**config.mk**
```make
export PLATFORM = sky130hd
export DESIGN_NAME = mask_bits_to_pixel_bytes_top_flat
export DESIGN_NICKNAME = d
export VERILOG_FILES = /design/src/rtl/core/mbpb_pkg.sv /design/src/rtl/core/mbpb_if.sv /design/src/rtl/core/mbpb_front.sv /design/src/rtl/core/mbpb_queue.sv /design/src/rtl/core/mbpb_back.sv /design/src/rtl/core/mask_bits_to_pixel_bytes_top.sv /design/src/flat_wrapper.sv
export SDC_FILE = /design/constraint.sdc
export NUM_CORES = 1
export LEC_CHECK = 0
export ABC_AREA = 0
export BUFFER_PORTS_ARGS = -buffer_cell sky130_fd_sc_hd__buf_4
export CAP_MARGIN = 20
export CORE_ASPECT_RATIO = 0.6
export CORE_MARGIN = 2
export CORE_UTILIZATION = 44
export DETAILED_ROUTE_END_ITERATION = 16
export PLACE_DENSITY = 0.65
export RECOVER_POWER = 25
export SLEW_MARGIN = 5
export SYNTH_ARGS = -nofsm -noshare
export SYNTH_HDL_FRONTEND = slang
export SYNTH_HIERARCHICAL = 1
export SYNTH_SLANG_ARGS = --single-unit
```
**constraint.sdc**
```tcl
create_clock -name clk -period 7.74 [get_ports clk]
set_input_delay 0.387 -clock clk [delete_from_list [all_inputs] [get_ports clk]]
set_output_delay 0.387 -clock clk [all_outputs]
set_load 0.005 [all_outputs]
```
**src/rtl/core/mbpb_pkg.sv**
```systemverilog
// Shared types and constants for the mask-to-pixel-bytes expander.
// No dependencies; imported by the front end, queue, back end and top.
`default_nettype none

package mbpb_pkg;

    localparam int ROW_WIDTH_W = 13;
    localparam int DEPTH_W     = 3;
    localparam int ADDR_W      = 3;
    localparam int DATA_W      = 32;
    localparam int QUEUE_DEPTH = 2;

    // register index, taken from paddr[2]
    localparam logic REG_ROW_WIDTH   = 1'b0;
    localparam logic REG_PIXEL_DEPTH = 1'b1;

    typedef enum logic [DEPTH_W-1:0] {
        DEPTH_1BPP  = 3'd0,
        DEPTH_4BPP  = 3'd1,
        DEPTH_8BPP  = 3'd2,
        DEPTH_16BPP = 3'd3,
        DEPTH_24BPP = 3'd4,
        DEPTH_32BPP = 3'd5
    } depth_mode_t;

    // how the back end turns the source byte into output bytes
    typedef enum logic [1:0] {
        KIND_REVERSE = 2'd0,
        KIND_PAIR    = 2'd1,
        KIND_PIXEL   = 2'd2
    } kind_t;

    typedef struct packed {
        logic [ROW_WIDTH_W-1:0] row_width;
        logic [DEPTH_W-1:0]     depth;
    } cfg_t;

    typedef struct packed {
        logic [7:0] data;
        kind_t      kind;
        logic [3:0] units;      // pixels or pairs to emit, 1..8
        logic [2:0] reps;       // bytes per unit, 1..4
        logic       row_last;   // last source byte of the row
        logic       pad;        // pad byte follows at row end
    } desc_t;

endpackage

`default_nettype wire

```
**src/rtl/core/mbpb_if.sv**
```systemverilog
// Valid/ready channel interfaces for the mask input and the pixel output.
// No dependencies.
`default_nettype none

interface mbpb_in_if;
    logic       valid;
    logic       ready;
    logic [7:0] mask_byte;

    modport source (output valid, output mask_byte, input ready);
    modport sink   (input valid, input mask_byte, output ready);
endinterface

interface mbpb_out_if;
    logic       valid;
    logic       ready;
    logic [7:0] pixel_byte;
    logic       row_end;
    logic       run_last;

    modport source (output valid, output pixel_byte, output row_end, output run_last,
                    input ready);
    modport sink   (input valid, input pixel_byte, input row_end, input run_last,
                    output ready);
endinterface

`default_nettype wire

```
**src/rtl/core/mbpb_front.sv**
```systemverilog
// Front end: accepts mask bytes, tracks the position in the row and builds a
// descriptor per byte. Depends on mbpb_pkg and mbpb_if.
`default_nettype none

module mbpb_front #(
    parameter int MAX_WIDTH = 4096
) (
    input  logic           clk,
    input  logic           rst_n,
    input  mbpb_pkg::cfg_t cfg,
    mbpb_in_if.sink        mask_in,
    input  logic           queue_full,
    output logic           desc_push,
    output mbpb_pkg::desc_t desc
);
    import mbpb_pkg::*;

    localparam int ROW_BYTES = (MAX_WIDTH + 7) / 8;
    localparam int POS_W     = (ROW_BYTES > 1) ? $clog2(ROW_BYTES) : 1;

    logic [POS_W-1:0]       pos_reg;
    logic [POS_W-1:0]       pos_next;
    logic [ROW_WIDTH_W-1:0] w_nz;
    logic [ROW_WIDTH_W-1:0] w;
    logic [ROW_WIDTH_W-1:0] w_m1;
    logic [ROW_WIDTH_W:0]   w_p7;
    logic [ROW_WIDTH_W:0]   w_p1;
    logic [10:0]            src_bytes;
    logic [3:0]             last_px;
    logic                   row_last;
    logic                   pad;

    assign mask_in.ready = !queue_full;
    assign desc_push     = mask_in.valid && !queue_full;

    always_comb
    begin
        w_nz = (cfg.row_width == '0) ? ROW_WIDTH_W'(1) : cfg.row_width;
        w    = (32'(w_nz) > MAX_WIDTH) ? ROW_WIDTH_W'(MAX_WIDTH) : w_nz;
        w_m1 = w - ROW_WIDTH_W'(1);
        w_p7 = {1'b0, w} + (ROW_WIDTH_W+1)'(7);
        w_p1 = {1'b0, w} + (ROW_WIDTH_W+1)'(1);
        src_bytes = w_p7[ROW_WIDTH_W:3];
        last_px   = {1'b0, w_m1[2:0]} + 4'd1;
        row_last  = (32'(pos_reg) + 32'd1) >= 32'(src_bytes);
    end

    // parity of the output row length in bytes
    always_comb
    begin
        unique case (cfg.depth)
            DEPTH_1BPP:               pad = src_bytes[0];
            DEPTH_4BPP:               pad = w_p1[1];
            DEPTH_8BPP, DEPTH_24BPP:  pad = w[0];
            default:                  pad = 1'b0;
        endcase
    end

    always_comb
    begin
        desc.data     = mask_in.mask_byte;
        desc.row_last = row_last;
        desc.pad      = pad;
        unique case (cfg.depth)
            DEPTH_1BPP:
            begin
                desc.kind  = KIND_REVERSE;
                desc.units = 4'd1;
                desc.reps  = 3'd1;
            end
            DEPTH_4BPP:
            begin
                desc.kind  = KIND_PAIR;
                desc.units = row_last ? ((last_px + 4'd1) >> 1) : 4'd4;
                desc.reps  = 3'd1;
            end
            DEPTH_8BPP, DEPTH_16BPP, DEPTH_24BPP:
            begin
                desc.kind  = KIND_PIXEL;
                desc.units = row_last ? last_px : 4'd8;
                desc.reps  = cfg.depth - 3'd1;
            end
            default:
            begin
                desc.kind  = KIND_PIXEL;
                desc.units = row_last ? last_px : 4'd8;
                desc.reps  = 3'd4;
            end
        endcase
    end

    always_comb
    begin
        pos_next = pos_reg;
        if (desc_push)
        begin
            pos_next = row_last ? '0 : pos_reg + POS_W'(1);
        end
    end

    always_ff @(posedge clk or negedge rst_n)
    begin
        if (!rst_n)
        begin
            pos_reg <= '0;
        end
        else
        begin
            pos_reg <= pos_next;
        end
    end

endmodule

`default_nettype wire

```
**src/rtl/core/mbpb_queue.sv**
```systemverilog
// Short descriptor queue between front and back end.
// Depends on mbpb_pkg.
`default_nettype none

module mbpb_queue (
    input  logic            clk,
    input  logic            rst_n,
    input  logic            push,
    input  mbpb_pkg::desc_t din,
    output logic            full,
    input  logic            pop,
    output logic            not_empty,
    output mbpb_pkg::desc_t dout
);
    import mbpb_pkg::*;

    localparam int PTR_W = (QUEUE_DEPTH > 1) ? $clog2(QUEUE_DEPTH) : 1;
    localparam int CNT_W = $clog2(QUEUE_DEPTH + 1);

    desc_t            entry_reg [QUEUE_DEPTH];
    logic [PTR_W-1:0] wr_ptr_reg;
    logic [PTR_W-1:0] wr_ptr_next;
    logic [PTR_W-1:0] rd_ptr_reg;
    logic [PTR_W-1:0] rd_ptr_next;
    logic [CNT_W-1:0] count_reg;
    logic [CNT_W-1:0] count_next;
    logic             do_push;
    logic             do_pop;

    assign full      = (count_reg == CNT_W'(QUEUE_DEPTH));
    assign not_empty = (count_reg != '0);
    assign dout      = entry_reg[rd_ptr_reg];
    assign do_push   = push && !full;
    assign do_pop    = pop && not_empty;

    always_comb
    begin
        wr_ptr_next = wr_ptr_reg;
        rd_ptr_next = rd_ptr_reg;
        if (do_push)
        begin
            wr_ptr_next = (32'(wr_ptr_reg) == QUEUE_DEPTH - 1) ? '0 : wr_ptr_reg + PTR_W'(1);
        end
        if (do_pop)
        begin
            rd_ptr_next = (32'(rd_ptr_reg) == QUEUE_DEPTH - 1) ? '0 : rd_ptr_reg + PTR_W'(1);
        end
        count_next = count_reg + CNT_W'(do_push) - CNT_W'(do_pop);
    end

    always_ff @(posedge clk)
    begin
        if (do_push)
        begin
            entry_reg[wr_ptr_reg] <= din;
        end
    end

    always_ff @(posedge clk or negedge rst_n)
    begin
        if (!rst_n)
        begin
            wr_ptr_reg <= '0;
            rd_ptr_reg <= '0;
            count_reg  <= '0;
        end
        else
        begin
            wr_ptr_reg <= wr_ptr_next;
            rd_ptr_reg <= rd_ptr_next;
            count_reg  <= count_next;
        end
    end

endmodule

`default_nettype wire

```
**src/rtl/core/mbpb_back.sv**
```systemverilog
// Back end: walks one descriptor at a time and emits, through an output
// register, one byte per cycle unless stalled. Needs mbpb_pkg, mbpb_if.
`default_nettype none

module mbpb_back (
    input  logic            clk,
    input  logic            rst_n,
    input  logic            desc_valid,
    input  mbpb_pkg::desc_t desc,
    output logic            desc_pop,
    mbpb_out_if.source      pixel_out
);
    import mbpb_pkg::*;

    localparam logic [7:0] PAIR_CODE [4] = '{8'hFF, 8'hF0, 8'h0F, 8'h00};

    logic       busy_reg,  busy_next;
    logic       pad_phase_reg, pad_phase_next;
    kind_t      kind_reg,  kind_next;
    logic [7:0] data_reg,  data_next;
    logic [3:0] units_reg, units_next;
    logic [2:0] reps_reg,  reps_next;
    logic       row_last_reg, row_last_next;
    logic       pad_reg,   pad_next;
    logic [3:0] unit_idx_reg, unit_idx_next;
    logic [2:0] rep_idx_reg,  rep_idx_next;

    logic       out_valid_reg, out_valid_next;
    logic [7:0] out_byte_reg,  out_byte_next;
    logic       out_row_end_reg, out_row_end_next;
    logic       out_run_last_reg, out_run_last_next;

    logic       emit;
    logic       unit_done;
    logic       data_end;
    logic       is_final;
    logic [7:0] rev_byte;
    logic [7:0] cur_byte;

    assign pixel_out.valid      = out_valid_reg;
    assign pixel_out.pixel_byte = out_byte_reg;
    assign pixel_out.row_end    = out_row_end_reg;
    assign pixel_out.run_last   = out_run_last_reg;

    always_comb
    begin
        for (int i = 0; i < 8; i++)
        begin
            rev_byte[7-i] = data_reg[i];
        end
    end

    always_comb
    begin
        if (pad_phase_reg)
        begin
            cur_byte = 8'h00;
        end
        else
        begin
            unique case (kind_reg)
                KIND_REVERSE: cur_byte = rev_byte;
                KIND_PAIR:    cur_byte = PAIR_CODE[data_reg[1:0]];
                default:      cur_byte = data_reg[0] ? 8'h00 : 8'hFF;
            endcase
        end
    end

    always_comb
    begin
        emit      = busy_reg && (!out_valid_reg || pixel_out.ready);
        unit_done = (rep_idx_reg == reps_reg - 3'd1);
        data_end  = unit_done && (unit_idx_reg == units_reg - 4'd1);
        is_final  = pad_phase_reg || (data_end && !pad_reg);
        desc_pop  = desc_valid && (!busy_reg || (emit && is_final));
    end

    // sequencer over pixels/pairs, repeats and the pad byte
    always_comb
    begin
        busy_next      = busy_reg;
        pad_phase_next = pad_phase_reg;
        kind_next      = kind_reg;
        data_next      = data_reg;
        units_next     = units_reg;
        reps_next      = reps_reg;
        row_last_next  = row_last_reg;
        pad_next       = pad_reg;
        unit_idx_next  = unit_idx_reg;
        rep_idx_next   = rep_idx_reg;
        if (desc_pop)
        begin
            busy_next      = 1'b1;
            pad_phase_next = 1'b0;
            kind_next      = desc.kind;
            data_next      = desc.data;
            units_next     = desc.units;
            reps_next      = desc.reps;
            row_last_next  = desc.row_last;
            pad_next       = desc.pad && desc.row_last;
            unit_idx_next  = '0;
            rep_idx_next   = '0;
        end
        else if (emit)
        begin
            if (is_final)
            begin
                busy_next = 1'b0;
            end
            else if (data_end)
            begin
                pad_phase_next = 1'b1;
            end
            else if (unit_done)
            begin
                rep_idx_next  = '0;
                unit_idx_next = unit_idx_reg + 4'd1;
                data_next     = (kind_reg == KIND_PAIR) ? (data_reg >> 2) : (data_reg >> 1);
            end
            else
            begin
                rep_idx_next = rep_idx_reg + 3'd1;
            end
        end
    end

    always_comb
    begin
        out_valid_next    = out_valid_reg;
        out_byte_next     = out_byte_reg;
        out_row_end_next  = out_row_end_reg;
        out_run_last_next = out_run_last_reg;
        if (emit)
        begin
            out_valid_next    = 1'b1;
            out_byte_next     = cur_byte;
            out_row_end_next  = is_final && row_last_reg;
            out_run_last_next = is_final;
        end
        else if (pixel_out.ready)
        begin
            out_valid_next = 1'b0;
        end
    end

    always_ff @(posedge clk)
    begin
        kind_reg         <= kind_next;
        data_reg         <= data_next;
        units_reg        <= units_next;
        reps_reg         <= reps_next;
        row_last_reg     <= row_last_next;
        pad_reg          <= pad_next;
        unit_idx_reg     <= unit_idx_next;
        rep_idx_reg      <= rep_idx_next;
        out_byte_reg     <= out_byte_next;
        out_row_end_reg  <= out_row_end_next;
        out_run_last_reg <= out_run_last_next;
    end

    always_ff @(posedge clk or negedge rst_n)
    begin
        if (!rst_n)
        begin
            busy_reg      <= 1'b0;
            pad_phase_reg <= 1'b0;
            out_valid_reg <= 1'b0;
        end
        else
        begin
            busy_reg      <= busy_next;
            pad_phase_reg <= pad_phase_next;
            out_valid_reg <= out_valid_next;
        end
    end

endmodule

`default_nettype wire

```
**src/rtl/core/mask_bits_to_pixel_bytes_top.sv**
```systemverilog
// Top level of the mask-to-pixel-bytes expander: APB registers, front end,
// descriptor queue and back end. Depends on mbpb_pkg, mbpb_if and submodules.
//
// Expands a 1-bit, LSB-first mask image, one source byte per transaction,
// into pixel bytes at 1/4/8/16/24/32 bpp. The output channel carries one
// byte per cycle, when not stalled, from the back end's output register; an
// input byte produces 1 output byte at 1 bpp, up to 4 at 4 bpp, up to
// 8/16/24/32 at 8..32 bpp, plus the pad byte that ends an odd-length row.
// A two-entry descriptor queue lets the front end take new bytes while the
// back end is still emitting. Registers: row_width_pixels at 0x0,
// pixel_depth_mode at 0x4; write them only while the block is idle.
`default_nettype none

module mask_bits_to_pixel_bytes_top #(
    parameter int MAX_WIDTH = 4096
) (
    input  logic                        clk,
    input  logic                        rst_n,
    input  logic                        psel,
    input  logic                        penable,
    input  logic                        pwrite,
    input  logic [mbpb_pkg::ADDR_W-1:0] paddr,
    input  logic [mbpb_pkg::DATA_W-1:0] pwdata,
    output logic [mbpb_pkg::DATA_W-1:0] prdata,
    output logic                        pready,
    mbpb_in_if.sink                     mask_in,
    mbpb_out_if.source                  pixel_out
);
    import mbpb_pkg::*;

    logic [ROW_WIDTH_W-1:0] row_width_reg, row_width_next;
    logic [DEPTH_W-1:0]     depth_reg,     depth_next;
    logic                   reg_sel;
    logic                   cfg_write;
    cfg_t                   cfg;
    desc_t                  push_desc;
    desc_t                  head_desc;
    logic                   desc_push;
    logic                   desc_pop;
    logic                   queue_full;
    logic                   queue_not_empty;

    assign pready    = 1'b1;
    assign reg_sel   = paddr[2];
    assign cfg_write = psel && penable && pwrite;
    assign cfg.row_width = row_width_reg;
    assign cfg.depth     = depth_reg;

    always_comb
    begin
        row_width_next = row_width_reg;
        depth_next     = depth_reg;
        if (cfg_write)
        begin
            unique case (reg_sel)
                REG_ROW_WIDTH:   row_width_next = pwdata[ROW_WIDTH_W-1:0];
                REG_PIXEL_DEPTH: depth_next     = pwdata[DEPTH_W-1:0];
                default:         row_width_next = row_width_reg;
            endcase
        end
    end

    always_comb
    begin
        unique case (reg_sel)
            REG_ROW_WIDTH:   prdata = DATA_W'(row_width_reg);
            REG_PIXEL_DEPTH: prdata = DATA_W'(depth_reg);
            default:         prdata = '0;
        endcase
    end

    always_ff @(posedge clk or negedge rst_n)
    begin
        if (!rst_n)
        begin
            row_width_reg <= ROW_WIDTH_W'(8);
            depth_reg     <= DEPTH_1BPP;
        end
        else
        begin
            row_width_reg <= row_width_next;
            depth_reg     <= depth_next;
        end
    end

    mbpb_front #(
        .MAX_WIDTH (MAX_WIDTH)
    ) u_front (
        .clk        (clk),
        .rst_n      (rst_n),
        .cfg        (cfg),
        .mask_in    (mask_in),
        .queue_full (queue_full),
        .desc_push  (desc_push),
        .desc       (push_desc)
    );

    mbpb_queue u_queue (
        .clk       (clk),
        .rst_n     (rst_n),
        .push      (desc_push),
        .din       (push_desc),
        .full      (queue_full),
        .pop       (desc_pop),
        .not_empty (queue_not_empty),
        .dout      (head_desc)
    );

    mbpb_back u_back (
        .clk        (clk),
        .rst_n      (rst_n),
        .desc_valid (queue_not_empty),
        .desc       (head_desc),
        .desc_pop   (desc_pop),
        .pixel_out  (pixel_out)
    );

endmodule

`default_nettype wire

```
**src/flat_wrapper.sv**
```systemverilog
// flat-port wrapper written by rule: the top's interface ports become plain ports
module mask_bits_to_pixel_bytes_top_flat import mbpb_pkg::*;
#(
    parameter int MAX_WIDTH = 4096
)
  (clk, rst_n, psel, penable, pwrite, paddr, pwdata, prdata, pready, mask_in_valid, mask_in_mask_byte, mask_in_ready, pixel_out_valid, pixel_out_pixel_byte, pixel_out_row_end, pixel_out_run_last, pixel_out_ready);
  mbpb_in_if mask_in_i ();
  mbpb_out_if pixel_out_i ();
  input  logic clk;
  input  logic rst_n;
  input  logic psel;
  input  logic penable;
  input  logic pwrite;
  input  logic [mbpb_pkg::ADDR_W-1:0] paddr;
  input  logic [mbpb_pkg::DATA_W-1:0] pwdata;
  output logic [mbpb_pkg::DATA_W-1:0] prdata;
  output logic pready;
  input wire logic [$bits(mask_in_i.valid)-1:0] mask_in_valid;
  input wire logic [$bits(mask_in_i.mask_byte)-1:0] mask_in_mask_byte;
  output wire logic [$bits(mask_in_i.ready)-1:0] mask_in_ready;
  output wire logic [$bits(pixel_out_i.valid)-1:0] pixel_out_valid;
  output wire logic [$bits(pixel_out_i.pixel_byte)-1:0] pixel_out_pixel_byte;
  output wire logic [$bits(pixel_out_i.row_end)-1:0] pixel_out_row_end;
  output wire logic [$bits(pixel_out_i.run_last)-1:0] pixel_out_run_last;
  input wire logic [$bits(pixel_out_i.ready)-1:0] pixel_out_ready;
  assign mask_in_i.valid = mask_in_valid;
  assign mask_in_i.mask_byte = mask_in_mask_byte;
  assign mask_in_ready = mask_in_i.ready;
  assign pixel_out_valid = pixel_out_i.valid;
  assign pixel_out_pixel_byte = pixel_out_i.pixel_byte;
  assign pixel_out_row_end = pixel_out_i.row_end;
  assign pixel_out_run_last = pixel_out_i.run_last;
  assign pixel_out_i.ready = pixel_out_ready;
  mask_bits_to_pixel_bytes_top #(.MAX_WIDTH(MAX_WIDTH)) u_core (.clk(clk), .rst_n(rst_n), .psel(psel), .penable(penable), .pwrite(pwrite), .paddr(paddr), .pwdata(pwdata), .prdata(prdata), .pready(pready), .mask_in(mask_in_i), .pixel_out(pixel_out_i));
endmodule
```
==> flow_summary.ini <==
[global_route]
grt_max_degree = 33
grtUsageTotal_pct = 16.16
grt_pass1_vias = 3510
grt_pass1_wl_um = 18340
globalRoute.totalOverflow = 0
antenna_found_initial = 0

[worst_setup_path]
r2r-end = u_core/u_queue/entry_reg[1][5]$_DFFE_PP_
critPathMaxFanout = 7
cp_top_family = simple AND/OR/NAND/NOR gates
crit_type = reg -> reg
slowest_stage = dfrtp_1
worstReg2RegStart = u_core/row_width_reg[8]$_DFFE_PN0P_
ff2ff_setup_slack_ns = 3.85
worstPathRequired_ns = 7.80
cp_common_cell = ha_1
max_stage_delay_ns = 0.50
worstSetupStartpointType = flip-flop
crit_start = u_core/row_width_reg[8]$_DFFE_PN0P_
reg2reg_depth = 15
end_kind = flip-flop
critPathBufInv = 1
arrival_ns = 3.95
crit_end = u_core/u_queue/entry_reg[1][5]$_DFFE_PP_
path_depth = 15
crit_chain = nor4_4 > and3_4 > o21bai_4 > ha_1 > nand2b_1 > nand3_2 > nor3_2 > xnor2_1 > or3_1 > ha_1 > inv_1 > o211ai_1 > a41oi_4 > or2_1 > o22ai_1

[route]
routed_wirelength_um = 11060
drt_pass1_iterations = 4
wl_met1_um = 5794
vias_per_cell = 5.177
drt.antenna.violating_nets = 0
top_layer = met4
drc_errors = 0
vias = 3717
dr_wl_met2_um = 4678
wl_met3_um = 526
drtIter0Drc = 315
drt-wirelength-per-cell_um = 15.40

[pwr]
power.switching_mw = 0.6667
seqPwrFrac_pct = 44.9
power_leakage_nw = 2.688
cellInternalPower_mw = 1.351
clkPwrFrac_pct = 22.7
irDropWorstVdd_mv = 0.1340
pwr-share-comb_pct = 32.4
p_sw_share_pct = 33.05
power.density_nw_per_um2 = 305.3

[clock_tree]
cts-resized-gates = 0
clockRootBuffer = clkbuf_16
cts_buffers = 9
holdBufCountCts = 1
htreeDepth = 3
clock_sinks = 106
cts_setup_buffers = 0
clockBufferDepth = 2
clk_pin_slew_ns = 0.07
clock_latency_ns = 0.34
cts_tree = done

[yosys]
async_flop_share_pct = 30.19
ys_ff_latch = 106
ys.warnings.count = 6
syn_avg_cell_area_um2 = 11.87
yosysTopAreaCellShare_pct = 33.76
synth_enable_flop_cells = 67
synth.distinct_cells = 73
syn_inst = 502
synthesis.area_um2 = 5959
synthTopCellsByArea = edfxtp_1 (34%), dfrtp_1 (13%), mux2_2 (6.4%)
ys_seq_area_share_pct = 49.57
synth_top_cell_by_area = edfxtp_1
synth_flop_cell = edfxtp_1

[run]
drv_cap = 1

[sta]
fmax_ghz = 0.2572
setup-violations-final = 0
slew_viol_final = 33
hold_violations = 0
rsz0062_at_grt = no
slew_headroom_pct = -16.50
tns_ns = 0
fin_skew_ns = 0.01142
post-route-period-util_pct = 50.24
worstMarginPinSlew_ns = 1.748
fin_crit_ns = 3.888

[finish]
largest_register_ffs = 38
fill_cells = 1135
nets = 617
final_cell_mix = edfxtp_1 (67), nand2_1 (46), buf_4 (44)
layout_commonest_cell = edfxtp_1
drive_gt1_share_pct = 25.18
diodes = 0
area_delta_synth_final_pct = 10.90
multiInputGateArea_um2 = 2645
register_area_um2 = 2954
fin_area_um2 = 6609

[outcome]
status = complete, but fails checks
violations = capacitance limit, slew limit

[place]
place_area_um2 = 6337
io_buffers = 53
gp_congestion = 0.7785
hpwl_um = 8028

[floorplan]
die_y_um = 94.15
rows = 32
core-area_um2 = 13010
die_w_um = 154.2
start_util_pct = 45.80
dieArea_um2 = 14520
ioPinCount = 95

[hold_path]
hp-class = in -> reg
## metrics by stage
step | power, mW | std cells | hold WS [ns] | setup slack (ns) | utilization, %
6_report | 2.017 | 718 | 0.2521 | 3.852 | 50.79
5_1_grt | 2.150 | 718 | 0.2317 | 3.549 | 50.79
4_1_cts | 2.040 | 718 | 0.2152 | 3.846 | 51.11
3_5_place_dp | 1.574 | 701 | 0.3548 | 3.863 | 48.70
3_3_place_gp | 1.538 | 701 | 0.3547 | 3.982 | 48.70
2_1_floorplan | 1.402 | 520 | 0.09141 | 4.287 | -
## cells by family after synthesis
logic type               after synthesis  share of synthesized area, %
AO/OA/AOI/OAI                         66                         8.210
flip-flops                           106                         49.57
AND/OR/NAND/NOR                      156                         14.66
adder cells (fa/ha/maj)               24                         5.039
other                                  2                        0.1260
XOR/XNOR                              29                         4.871
multiplexers                          52                         10.79
buffers and inverters                 67                         6.739
## final cells by class
class,instances,share of cell area (%)
tap,170,3.218
clock buffer,10,3.616
clock inverter,6,0.9655
sequential,106,44.70
multi-input combinational,347,40.02
timing repair buffer,55,6.058
inverter,24,1.420
## cells in the mapped netlist (all sizes together), types with 3 or more instances
| library cell | number |
|---|---|
| o22ai | 3 |
| o21a | 6 |
| and3 | 8 |
| nand4 | 7 |
| o211ai | 6 |
| buf | 38 |
| nor2b | 20 |
| dfxtp | 7 |
| nand2 | 46 |
| mux2 | 50 |
| inv | 22 |
| or2 | 5 |
| clkbuf | 5 |
| and2 | 6 |
| nand3 | 14 |
| nand2b | 8 |
| xnor2 | 14 |
| a21boi | 3 |
| ha | 24 |
| or3 | 3 |
| edfxtp | 67 |
| xor2 | 13 |
| a21oi | 16 |
| dfrtp | 31 |
| nor3 | 8 |
| nor2 | 19 |
| nor4 | 6 |
| o21ai | 12 |
## power by group through the flow
stage | registers (mW) | clock network (mW) | logic, mW
2_1_floorplan | 0.861 | 0 | 0.542
3_3_place_gp | 0.909 | 0 | 0.629
3_5_place_dp | 0.916 | 0 | 0.658
4_1_cts | 0.905 | 0.472 | 0.663
5_1_grt | 0.926 | 0.497 | 0.727
6_report | 0.906 | 0.458 | 0.653
## worst reg2reg max path, delay by kind of cell, from the launching register on
| family | cells | cell delay (ns) |
|---|---|---|
| AND/OR/NAND/NOR | 7 | 1.72 |
| AO/OA/AOI/OAI | 4 | 0.68 |
| adder cells (fa/ha/maj) | 2 | 0.55 |
| flip-flops | 1 | 0.50 |
| XOR/XNOR | 1 | 0.08 |
| buffers and inverters | 1 | 0.07 |
## worst min-delay path by stage
stage | from | end | slack [ns] | cells after the start
CTS | mask_in_mask_byte[6] | u_core/u_queue/entry_reg[1][17]$_DFFE_PP_ | 0.22 | 1
detailed placement | rst_n | u_core/row_width_reg[7]$_DFFE_PN0P_ | 0.35 | 1
global placement | rst_n | u_core/row_width_reg[8]$_DFFE_PN0P_ | 0.35 | 1
floorplan | rst_n | u_core/depth_reg[0]$_DFFE_PN0P_ | 0.09 | 0
finish | mask_in_mask_byte[4] | u_core/u_queue/entry_reg[0][15]$_DFFE_PP_ | 0.25 | 1
global route | mask_in_mask_byte[4] | u_core/u_queue/entry_reg[0][15]$_DFFE_PP_ | 0.23 | 1
## layer usage
metal | up-vias | global-route usage, %
met5 | - | 0
met4 | 0 | 3.505
met3 | 6 | 3.828
met2 | 98 | 23.39
met1 | 1773 | 24.44
li1 | 1840 | -
(Power assumes the default switching activity.)
